### src/rtl/blss_pkg.sv
package blss_pkg;

	localparam int MAX_DIM_DEF = 64;
	localparam int PAW = 4;

	localparam logic [1:0] REG_ROWS = 2'd0;
	localparam logic [1:0] REG_COLS = 2'd1;
	localparam logic [1:0] REG_MODE = 2'd2;

	localparam logic [1:0] MODE_HORZ = 2'd0;
	localparam logic [1:0] MODE_VERT = 2'd1;
	localparam logic [1:0] MODE_SQR  = 2'd2;
	localparam logic [1:0] MODE_NONE = 2'd3;

	localparam logic [6:0] ROWS_RST = 7'd2;
	localparam logic [6:0] COLS_RST = 7'd2;

	typedef struct packed {
		logic pixel;
		logic last_pixel;
	} in_word_t;

	typedef struct packed {
		logic       found;
		logic [5:0] start_row;
		logic [5:0] start_col;
		logic [5:0] end_row;
		logic [5:0] end_col;
	} out_word_t;

	typedef struct packed {
		logic [6:0] row_count;
		logic [6:0] col_count;
		logic [1:0] search_mode;
	} cfg_t;

endpackage

### src/rtl/blss_cfg.sv
module blss_cfg import blss_pkg::*; (
	input  logic           clk,
	input  logic           arst_n,
	input  logic           psel,
	input  logic           penable,
	input  logic           pwrite,
	input  logic [PAW-1:0] paddr,
	input  logic [31:0]    pwdata,
	output logic [31:0]    prdata,
	output logic           pready,
	output cfg_t           cfg
);

	cfg_t cfg_q;
	logic wr;

	assign pready = 1'b1;
	assign wr = psel && penable && pwrite;
	assign cfg = cfg_q;

	always_ff @(posedge clk or negedge arst_n) begin
		if (!arst_n) begin
			cfg_q.row_count   <= ROWS_RST;
			cfg_q.col_count   <= COLS_RST;
			cfg_q.search_mode <= MODE_HORZ;
		end else if (wr) begin
			case (paddr[PAW-1:2])
				REG_ROWS: cfg_q.row_count   <= pwdata[6:0];
				REG_COLS: cfg_q.col_count   <= pwdata[6:0];
				REG_MODE: cfg_q.search_mode <= pwdata[1:0];
				default: ;
			endcase
		end
	end

	always_comb begin
		case (paddr[PAW-1:2])
			REG_ROWS: prdata = {25'd0, cfg_q.row_count};
			REG_COLS: prdata = {25'd0, cfg_q.col_count};
			REG_MODE: prdata = {30'd0, cfg_q.search_mode};
			default:  prdata = 32'd0;
		endcase
	end

endmodule

### config.mk
export PLATFORM = sky130hd
export DESIGN_NAME = blss_cfg
export DESIGN_NICKNAME = d
export VERILOG_FILES = /design/src/rtl/blss_pkg.sv /design/src/rtl/blss_cfg.sv
export SDC_FILE = /design/constraint.sdc
export NUM_CORES = 1
export LEC_CHECK = 0
export BUFFER_PORTS_ARGS = -buffer_cell sky130_fd_sc_hd__buf_2
export CORE_MARGIN = 3
export CORE_UTILIZATION = 39
export CTS_BUF_LIST = sky130_fd_sc_hd__clkbuf_8 sky130_fd_sc_hd__clkbuf_16
export CTS_CLUSTER_DIAMETER = 30
export DETAILED_ROUTE_END_ITERATION = 12
export GPL_TIMING_DRIVEN = 0
export PLACE_DENSITY = 0.81
export SYNTH_ARGS = -nofsm -noshare
export SYNTH_HDL_FRONTEND = slang
export SYNTH_SLANG_ARGS = --single-unit
### constraint.sdc
create_clock -name clk -period 1.7 [get_ports clk]
set_input_delay 0.34 -clock clk [delete_from_list [all_inputs] [get_ports clk]]
set_output_delay 0.34 -clock clk [all_outputs]
set_load 0.01 [all_outputs]
==> results of run 1 <==
[layout by cell type (no fill, tap or decap)]
cell and instances:
nor3_2 1, conb_1 26, nand3_2 1, buf_4 27, mux2_2 9, nor3b_1 1, or3b_1 1, dfstp_2 2
buf_6 1, mux2i_1 7, buf_2 37, mux2_4 7, clkbuf_8 4, nand2_1 2, dfrtp_1 14, o21ai_0 2
nor2b_1 1, nor2_1 5
[cell families (layout without fill, tap and decap cells)]
| group | Yosys count | in the layout | share of synthesized area |
|---|---|---|---|
| AND/OR/NAND/NOR | 12 | 12 | 0.0699 |
| buffers and inverters | 29 | 69 | 0.222 |
| AO/OA/AOI/OAI | 2 | 2 | 0.0102 |
| flip-flops | 16 | 16 | 0.409 |
| other | 2 | 26 | 0.00763 |
| multiplexers | 23 | 23 | 0.281 |
[metal layers]
| layer | part of all wire | global-route usage | vias up |
|---|---|---|---|
| met4 | 0 | 0.0305 | 0 |
| met5 | 0 | 0 | - |
| met3 | 0.13 | 0.0394 | 0 |
| li1 | - | - | 353 |
| met2 | 0.48 | 0.205 | 47 |
| met1 | 0.40 | 0.155 | 317 |
[power by group]
part | internal, uW | switching, uW | leakage, uW
clock | 205 | 130 | 0.0000288
combinational | 241 | 200 | 0.000562
sequential | 479 | 65.2 | 0.000193
total | 924 | 395 | 0.000783
[cell type report]
class / count / area, um^2
fillers: 205 / 952
multi-input cells: 63 / 453
flip-flops and latches: 16 / 403
plain buffers: 29 / 219
repair buffers: 36 / 180
clock buffers: 4 / 55.1
well taps: 28 / 35.0
[cells in the mapped netlist, types with 2 or more instances]
| cell type | instances |
|---|---|
| buf_4 | 27 |
| dfrtp_1 | 14 |
| mux2_2 | 9 |
| mux2_4 | 7 |
| mux2i_1 | 7 |
| nor2_1 | 5 |
| conb_1 | 2 |
| dfstp_2 | 2 |
| nand2_1 | 2 |
| o21ai_0 | 2 |
[per-stage QoR]
stage | utilization | setup TNS (ps) | worst slack (ps) | cell area, um^2 | hold WS (ps)
final | 0.586 | 0 | 187 | 1350 | -6.38
after global routing | 0.586 | 0 | 64.9 | 1350 | 14.8
after CTS | 0.586 | 0 | 186 | 1350 | 4.98
after detailed placement | 0.562 | -400 | -68.0 | 1290 | 278
after global placement | 0.562 | -307 | -50.8 | 1290 | 261
after floorplan | - | 0 | 323 | 1070 | 44.4
[worst paths after layout]
path	from	end	slack (ps)	depth (start not counted)
worst max-delay path	cfg[3]	prdata[1]	190	3
worst min-delay path	arst_n	cfg[12]	-6	1
worst max register to register	cfg[9]	cfg[9]	930	1
worst min register to register	cfg[13]	cfg[13]	540	1
max in group asynchronous	arst_n	cfg[3]	1400	1
min in group clk	pwdata[3]	cfg[5]	330	2
==> summary.txt, run 1 <==
Power and ir drop
  • LEAKAGE: between 0.0007 and 0.0008 uW
  • Power Dens Cells: 981 nW/um^2
  • Tot Pwr: 1320 uW
  • Worst vdd ir: 0.637 mV

Worst setup path
  • Worst path bufs/invs: 1
  • Arrival time worst endpoint: 1170 ps
  • Worst-path maximum fanout: 3
  • Worst path cell trace: mux2i_1 > o21ai_0 > buf_2
  • Critical path's top delay family: flip-flops
  • Startpoint types: register
  • Max incr delay on CP: roughly 550 ps
  • CP endpoint kind: output pin
  • Crit path kind: register to output pin
  • Critical Path RT: 1360 ps
  • CP max-delay cell: dfstp_2

Clock network
  • CTS clk-pin slew, worst paths: 70 ps
  • Root Driver: clkbuf_8
  • Cts hold-fix bufs: 0
  • H-tree levels: 1
  • CTS tree: yes
  • Clock sinks: 16
  • Longest Clk Path Bufs: 2
  • Post-CTS sizing: 0
  • Worst skew pair latency: approximately 250 ps
  • CTS buffer count: 3
  • Post-CTS Setup Repair Bufs: 0

Floorplan
  • Row cnt: 17
  • Die height: approximately 56 um
  • Die Footprint: approximately 3200 um^2
  • Initial Utilization: 0.429
  • Die X: 56.2 um
  • Core area: 2300 um^2
  • I/O Pins: 90

Global route
  • Vias in the first global route: around 660
  • GRT Overall Usage: 0.124
  • Initial antenna violation count: 0
  • Largest net degree at the start of global routing: 17
  • First-pass GRT wire length: slightly above 3 mm
  • Grt ovf: 0

Drt
  • ANT nets after route: 0
  • Drt wl/cell: 11.2 um
  • DRC errors left: 0
  • Vias: 717
  • Routed vias/inst: 4.07
  • Final wirelength: just under 2 mm
  • Pre-Repair DR Iteration Count: 3
  • Starting DRT DRC Count: 6

Placed design
  • IO buf count: 36
  • Placed cell count: ~170
  • Final HPWL DP: 1.55 mm
  • GP Congestion: 0.731

Outcome
  • Failing checks: negative hold slack
  • Status: finished with violations

Synthesis
  • EDFF count, synth: 0
  • Register bit count reported by yosys: 16
  • Synth Cell Area: about 980 um^2
  • Seq/Total Area, Yosys: 0.409
  • Asr flop ratio synth: 1.00
  • Biggest area consumer among synthesized cells: dfrtp_1
  • Predominant post-synthesis flop cell: dfrtp_1
  • Area contributors post-synth: dfrtp_1 (36%), buf_4 (21%), mux2_4 (11%)
  • Synth Warn #: 0
  • Mean Syn Cell Area: 11.7 um^2
  • Distinct cells, synth: 17
  • Syn Inst Count: 84
  • Yosys top cell area share: 0.356

Timing
  • Final hold viol count: 7
  • RSZ-0062 raised after global routing: false
  • Fin crit period: 1510 ps
  • Least-Margin Pin Slew: roughly 690 ps
  • Hold slack: -6.38 ps
  • # setup viols final: 0
  • FMAX: 661 MHz
  • Pins over their slew limit: 0
  • Max-slew headroom: 0.540
  • Final period util: 0.890
  • Worst clock skew: 0 ps

Cells and area
  • Antenna Cells: 0
  • Synth-to-layout area growth: 36.6%
  • Largest register FFs: 16
  • Layout cells sized above 1: 0.601
  • Post-Layout Cell Count: 176
  • # nets final: 190

Hold path
  • HP Class: input pin to asynchronous set/reset pin

Flow run
  • Max-Cap Viols: 0
(Power assumes the default switching activity.)
==> inputs of run 2 (changes only) <==
CORE_ASPECT_RATIO = 0.9   (was not set)
==> summary.txt, run 2 (same netlist as run 1, synthesis figures left out) <==
Worst setup path
  • Max incr delay on CP: 590 ps
  • Critical Path RT: 1830 ps
  • CP max-delay cell: nor3_2
  • Arrival time worst endpoint: 1620 ps
  • Crit path kind: input pin to register
  • Startpoint types: input pin
  • Critical path's most frequent cell: buf_2
  • CP endpoint kind: register
  • Worst-path maximum fanout: 10
  • Critical path's top delay family: simple AND/OR/NAND/NOR gates
  • Worst path cell trace: buf_2 > buf_2 > nor3_2 > mux2_2
  • Worst path bufs/invs: 2

Hold path
  • HP Class: input pin to asynchronous set/reset pin

Power and ir drop
  • Switching power: 393 uW
  • Seq pwr share: 0.427
  • Share of power burned in combinational logic: 0.348
  • LEAKAGE: 0.000781 uW
  • Worst vdd ir: approximately 0.6 mV
  • Power Dens Cells: approximately 950 nW/um^2
  • Clock power frac: 0.225
  • Net Sw Frac: 0.309
  • Pint: between 800 and 900 uW

Floorplan
  • Die Footprint: 3160 um^2
  • Die height: 53.7 um
  • I/O Pins: 90
  • Initial Utilization: 0.431
  • Row cnt: 16
  • Die X: 59.0 um
  • Core area: around 2300 um^2

Clock network
  • CTS clk-pin slew, worst paths: 60 ps
  • Clock sinks: 16
  • CTS tree: yes
  • Post-CTS sizing: 0
  • H-tree levels: 1
  • Cts hold-fix bufs: 0
  • Longest Clk Path Bufs: 2
  • Root Driver: clkbuf_8
  • CTS buffer count: 3
  • Worst skew pair latency: 240 ps
  • Post-CTS Setup Repair Bufs: 0

Global route
  • Grt ovf: 0
  • Vias in the first global route: 650
  • Largest net degree at the start of global routing: 17
  • Initial antenna violation count: 0
  • First-pass GRT wire length: 2.92 mm
  • GRT Overall Usage: 0.125

Timing
  • Final hold viol count: 4
  • # setup viols final: 0
  • Worst clock skew: 0 ps
  • Least-Margin Pin Slew: 664 ps
  • RSZ-0062 raised after global routing: false
  • Max-slew headroom: 0.555
  • Final setup margin: 208 ps
  • FMAX: 670 MHz
  • Fin crit period: 1490 ps
  • Hold slack: -1.81 ps
  • Final period util: 0.878
  • Pins over their slew limit: 0

Drt
  • Vias: around 730
  • ANT nets after route: 0
  • Starting DRT DRC Count: 2
  • DRC errors left: 0
  • Final wirelength: 1.99 mm
  • Drt wl/cell: 11.4 um
  • Routed vias/inst: 4.16
  • Pre-Repair DR Iteration Count: 2

Outcome
  • Status: finished with violations
  • Failing checks: negative hold slack

Cells and area
  • Antenna Cells: 0
  • Reg area: 403 um^2
  • Multi-input gate area: 453 um^2
  • Fillers: around 210
  • Post-Layout Cell Count: about 180
  • Leading cell type in the layout, fill and taps excluded: buf_2
  • Synth-to-layout area growth: 35.5%
  • Largest register FFs: 16
  • Layout cells sized above 1: 0.595
  • Most frequent cells in the layout: buf_2 (37), buf_4 (27), conb_1 (26), dfrtp_1 (14), mux2_2 (9)
  • # nets final: 190

Placed design
  • GP Congestion: between 0.6 and 0.7
  • IO buf count: 36
  • Final HPWL DP: ~1.6 mm
  • Placed cell count: 171
  • Post-place setup slack: -74.1 ps

Flow run
  • Max-Cap Viols: 0
run 2: power groups by stage:
stage               clock network, uW  logic, uW  registers, uW
floorplan                           0        238            587
global placement                    0        436            543
detailed placement                  0        445            549
CTS                               295        446            545
global route                      318        481            558
finish                            287        442            543
run 2: area by class of cell:
type / count / share of cell area
buffer: 29 / 0.164
clock buffer: 3 / 0.0310
clock inverter: 1 / 0.00281
multi-input combinational: 63 / 0.340
sequential: 16 / 0.302
tap: 27 / 0.0253
timing repair buffer: 36 / 0.135
run 2: path summary, 6_finish.rpt:
kind | slack (ps) | from | cells past startpoint | to
max in group asynchronous | 1390 | arst_n | 1 | cfg[10]
worst max-delay path | 210 | paddr[3] | 4 | cfg[15]
worst max register to register | 930 | cfg[8] | 1 | cfg[8]
min in group clk | 340 | pwdata[2] | 2 | cfg[4]
worst min register to register | 530 | cfg[14] | 1 | cfg[14]
worst min-delay path | -2 | arst_n | 1 | cfg[15]
run 2: stage by stage:
stage	setup TNS [ps]	total power (uW)	area [um^2]	hold WS [ps]	utilization
CTS	0	1290	1330	10.6	0.584
detailed placement	-457	994	1290	276	0.565
global placement	-190	979	1290	262	0.565
global route	0	1360	1330	11.4	0.584
floorplan	0	825	1070	44.4	-
finish	0	1270	1330	-1.81	0.584
run 2: routing by layer:
metal / share of wire / global-route usage / up-vias
met5: 0 / 0 / -
met4: 0 / 0.0340 / 0
met3: 0.14 / 0.0360 / 0
met2: 0.46 / 0.217 / 46
met1: 0.40 / 0.152 / 327
li1: - / - / 355
==> inputs of run 3 (changes only) <==
RECOVER_POWER = 50   (was not set)
==> summary.txt, run 3 (same netlist as run 1, synthesis figures left out) <==
Floorplan
  • Initial Utilization: 0.431
  • Die Footprint: 3160 um^2
  • Die X: 59.0 um
  • Die height: 53.7 um
  • Row cnt: 16
  • I/O Pins: 90
  • Core area: roughly 2300 um^2

Power and ir drop
  • Pint: 862 uW
  • Share of power burned in combinational logic: 0.339
  • Clock power frac: 0.228
  • Switching power: 394 uW
  • LEAKAGE: 0.000744 uW
  • Worst vdd ir: 0.590 mV
  • Net Sw Frac: 0.314
  • Power Dens Cells: 953 nW/um^2
  • Seq pwr share: 0.433

Worst setup path
  • Startpoint types: input pin
  • Worst-path maximum fanout: 10
  • Arrival time worst endpoint: 1630 ps
  • Critical Path RT: 1830 ps
  • Crit path kind: input pin to register
  • CP endpoint kind: register

Global route
  • Largest net degree at the start of global routing: 17
  • Initial antenna violation count: 0
  • GRT Overall Usage: 0.125
  • Vias in the first global route: 650
  • Grt ovf: 0
  • First-pass GRT wire length: 2.92 mm

Timing
  • Least-Margin Pin Slew: 869 ps
  • Max-slew headroom: 0.421
  • Worst clock skew: 0 ps
  • # setup viols final: 0
  • Final period util: 0.878
  • FMAX: ~670 MHz
  • Final hold viol count: 0
  • Fin crit period: 1490 ps
  • RSZ-0062 raised after global routing: false
  • Final setup margin: 207 ps
  • Hold slack: 183 ps
  • Pins over their slew limit: 0

Clock network
  • Clock sinks: 16
  • Root Driver: clkbuf_8
  • Longest Clk Path Bufs: 2
  • Post-CTS sizing: 0
  • CTS buffer count: 3
  • CTS tree: yes
  • H-tree levels: 1
  • Post-CTS Setup Repair Bufs: 0
  • CTS clk-pin slew, worst paths: 60 ps
  • Cts hold-fix bufs: 0
  • Worst skew pair latency: 240 ps

Placed design
  • GP Congestion: around 0.66
  • Post-place setup slack: -74.1 ps
  • IO buf count: 36
  • Area after DPL: 1290 um^2
  • Placed cell count: between 150 and 200
  • Final HPWL DP: 1.57 mm

Cells and area
  • Layout cells sized above 1: 0.514
  • Post-Layout Cell Count: 175
  • Leading cell type in the layout, fill and taps excluded: buf_4
  • # nets final: 190
  • Largest register FFs: 16
  • Design area: 1320 um^2
  • Antenna Cells: 0
  • Most frequent cells in the layout: buf_4 (27), conb_1 (26), buf_2 (25), dfrtp_1 (14), clkbuf_1 (12)
  • Synth-to-layout area growth: 33.9%

Drt
  • Vias: 724
  • Pre-Repair DR Iteration Count: 2
  • DRC errors left: 0
  • Starting DRT DRC Count: 3
  • Drt wl/cell: 11.3 um
  • Final wirelength: 1.99 mm
  • Routed vias/inst: 4.14
  • ANT nets after route: 0

Flow run
  • Max-Cap Viols: 0

Outcome
  • Status: finished, final reports clean

Hold path
  • HP Class: input pin to asynchronous set/reset pin
[run 3: through the flow]
step                setup TNS [ps]  total power [uW]  utilization
floorplan                        0               825            -
global placement              -190               979        0.565
detailed placement            -457               994        0.565
CTS                              0              1290        0.584
global route                     0              1340        0.578
finish                           0              1260        0.578
[run 3: layer usage]
| layer | vias up | part of all wire | GRT usage |
|---|---|---|---|
| li1 | 355 | - | - |
| met1 | 323 | 0.40 | 0.152 |
| met2 | 46 | 0.45 | 0.217 |
| met3 | 0 | 0.15 | 0.0360 |
| met4 | 0 | 0 | 0.0340 |
| met5 | - | 0 | 0 |
[run 3: path summary, 6_finish.rpt]
check	start	endpoint	slack, ps	cells after the start
setup / recovery	paddr[3]	cfg[15]	210	4
min in group clk	pwdata[2]	cfg[4]	340	2
max in group asynchronous	arst_n	cfg[1]	980	1
setup reg to reg	cfg[0]	cfg[0]	930	1
hold / removal	arst_n	cfg[15]	180	1
hold reg to reg	cfg[14]	cfg[14]	530	1
[run 3: final cells by class]
type / count / area (um^2)
clock inverter: 1 / 3.75
sequential: 16 / 403
tap: 27 / 33.8
multi-input combinational: 63 / 453
fill: 218 / 963
timing repair buffer: 36 / 165
buffer: 29 / 219
clock buffer: 3 / 41.3
[run 3: critical path, cell delays in order]
cell,delay [ps]
buf_2,100
buf_2,180
nor3_2,590
mux2_2,410
[run 3: power groups by stage]
stage / registers, uW / logic (uW) / clock network (uW)
after floorplan: 587 / 238 / 0
after global placement: 543 / 436 / 0
after detailed placement: 549 / 445 / 0
after CTS: 545 / 446 / 295
after global routing: 560 / 465 / 318
final: 544 / 425 / 287
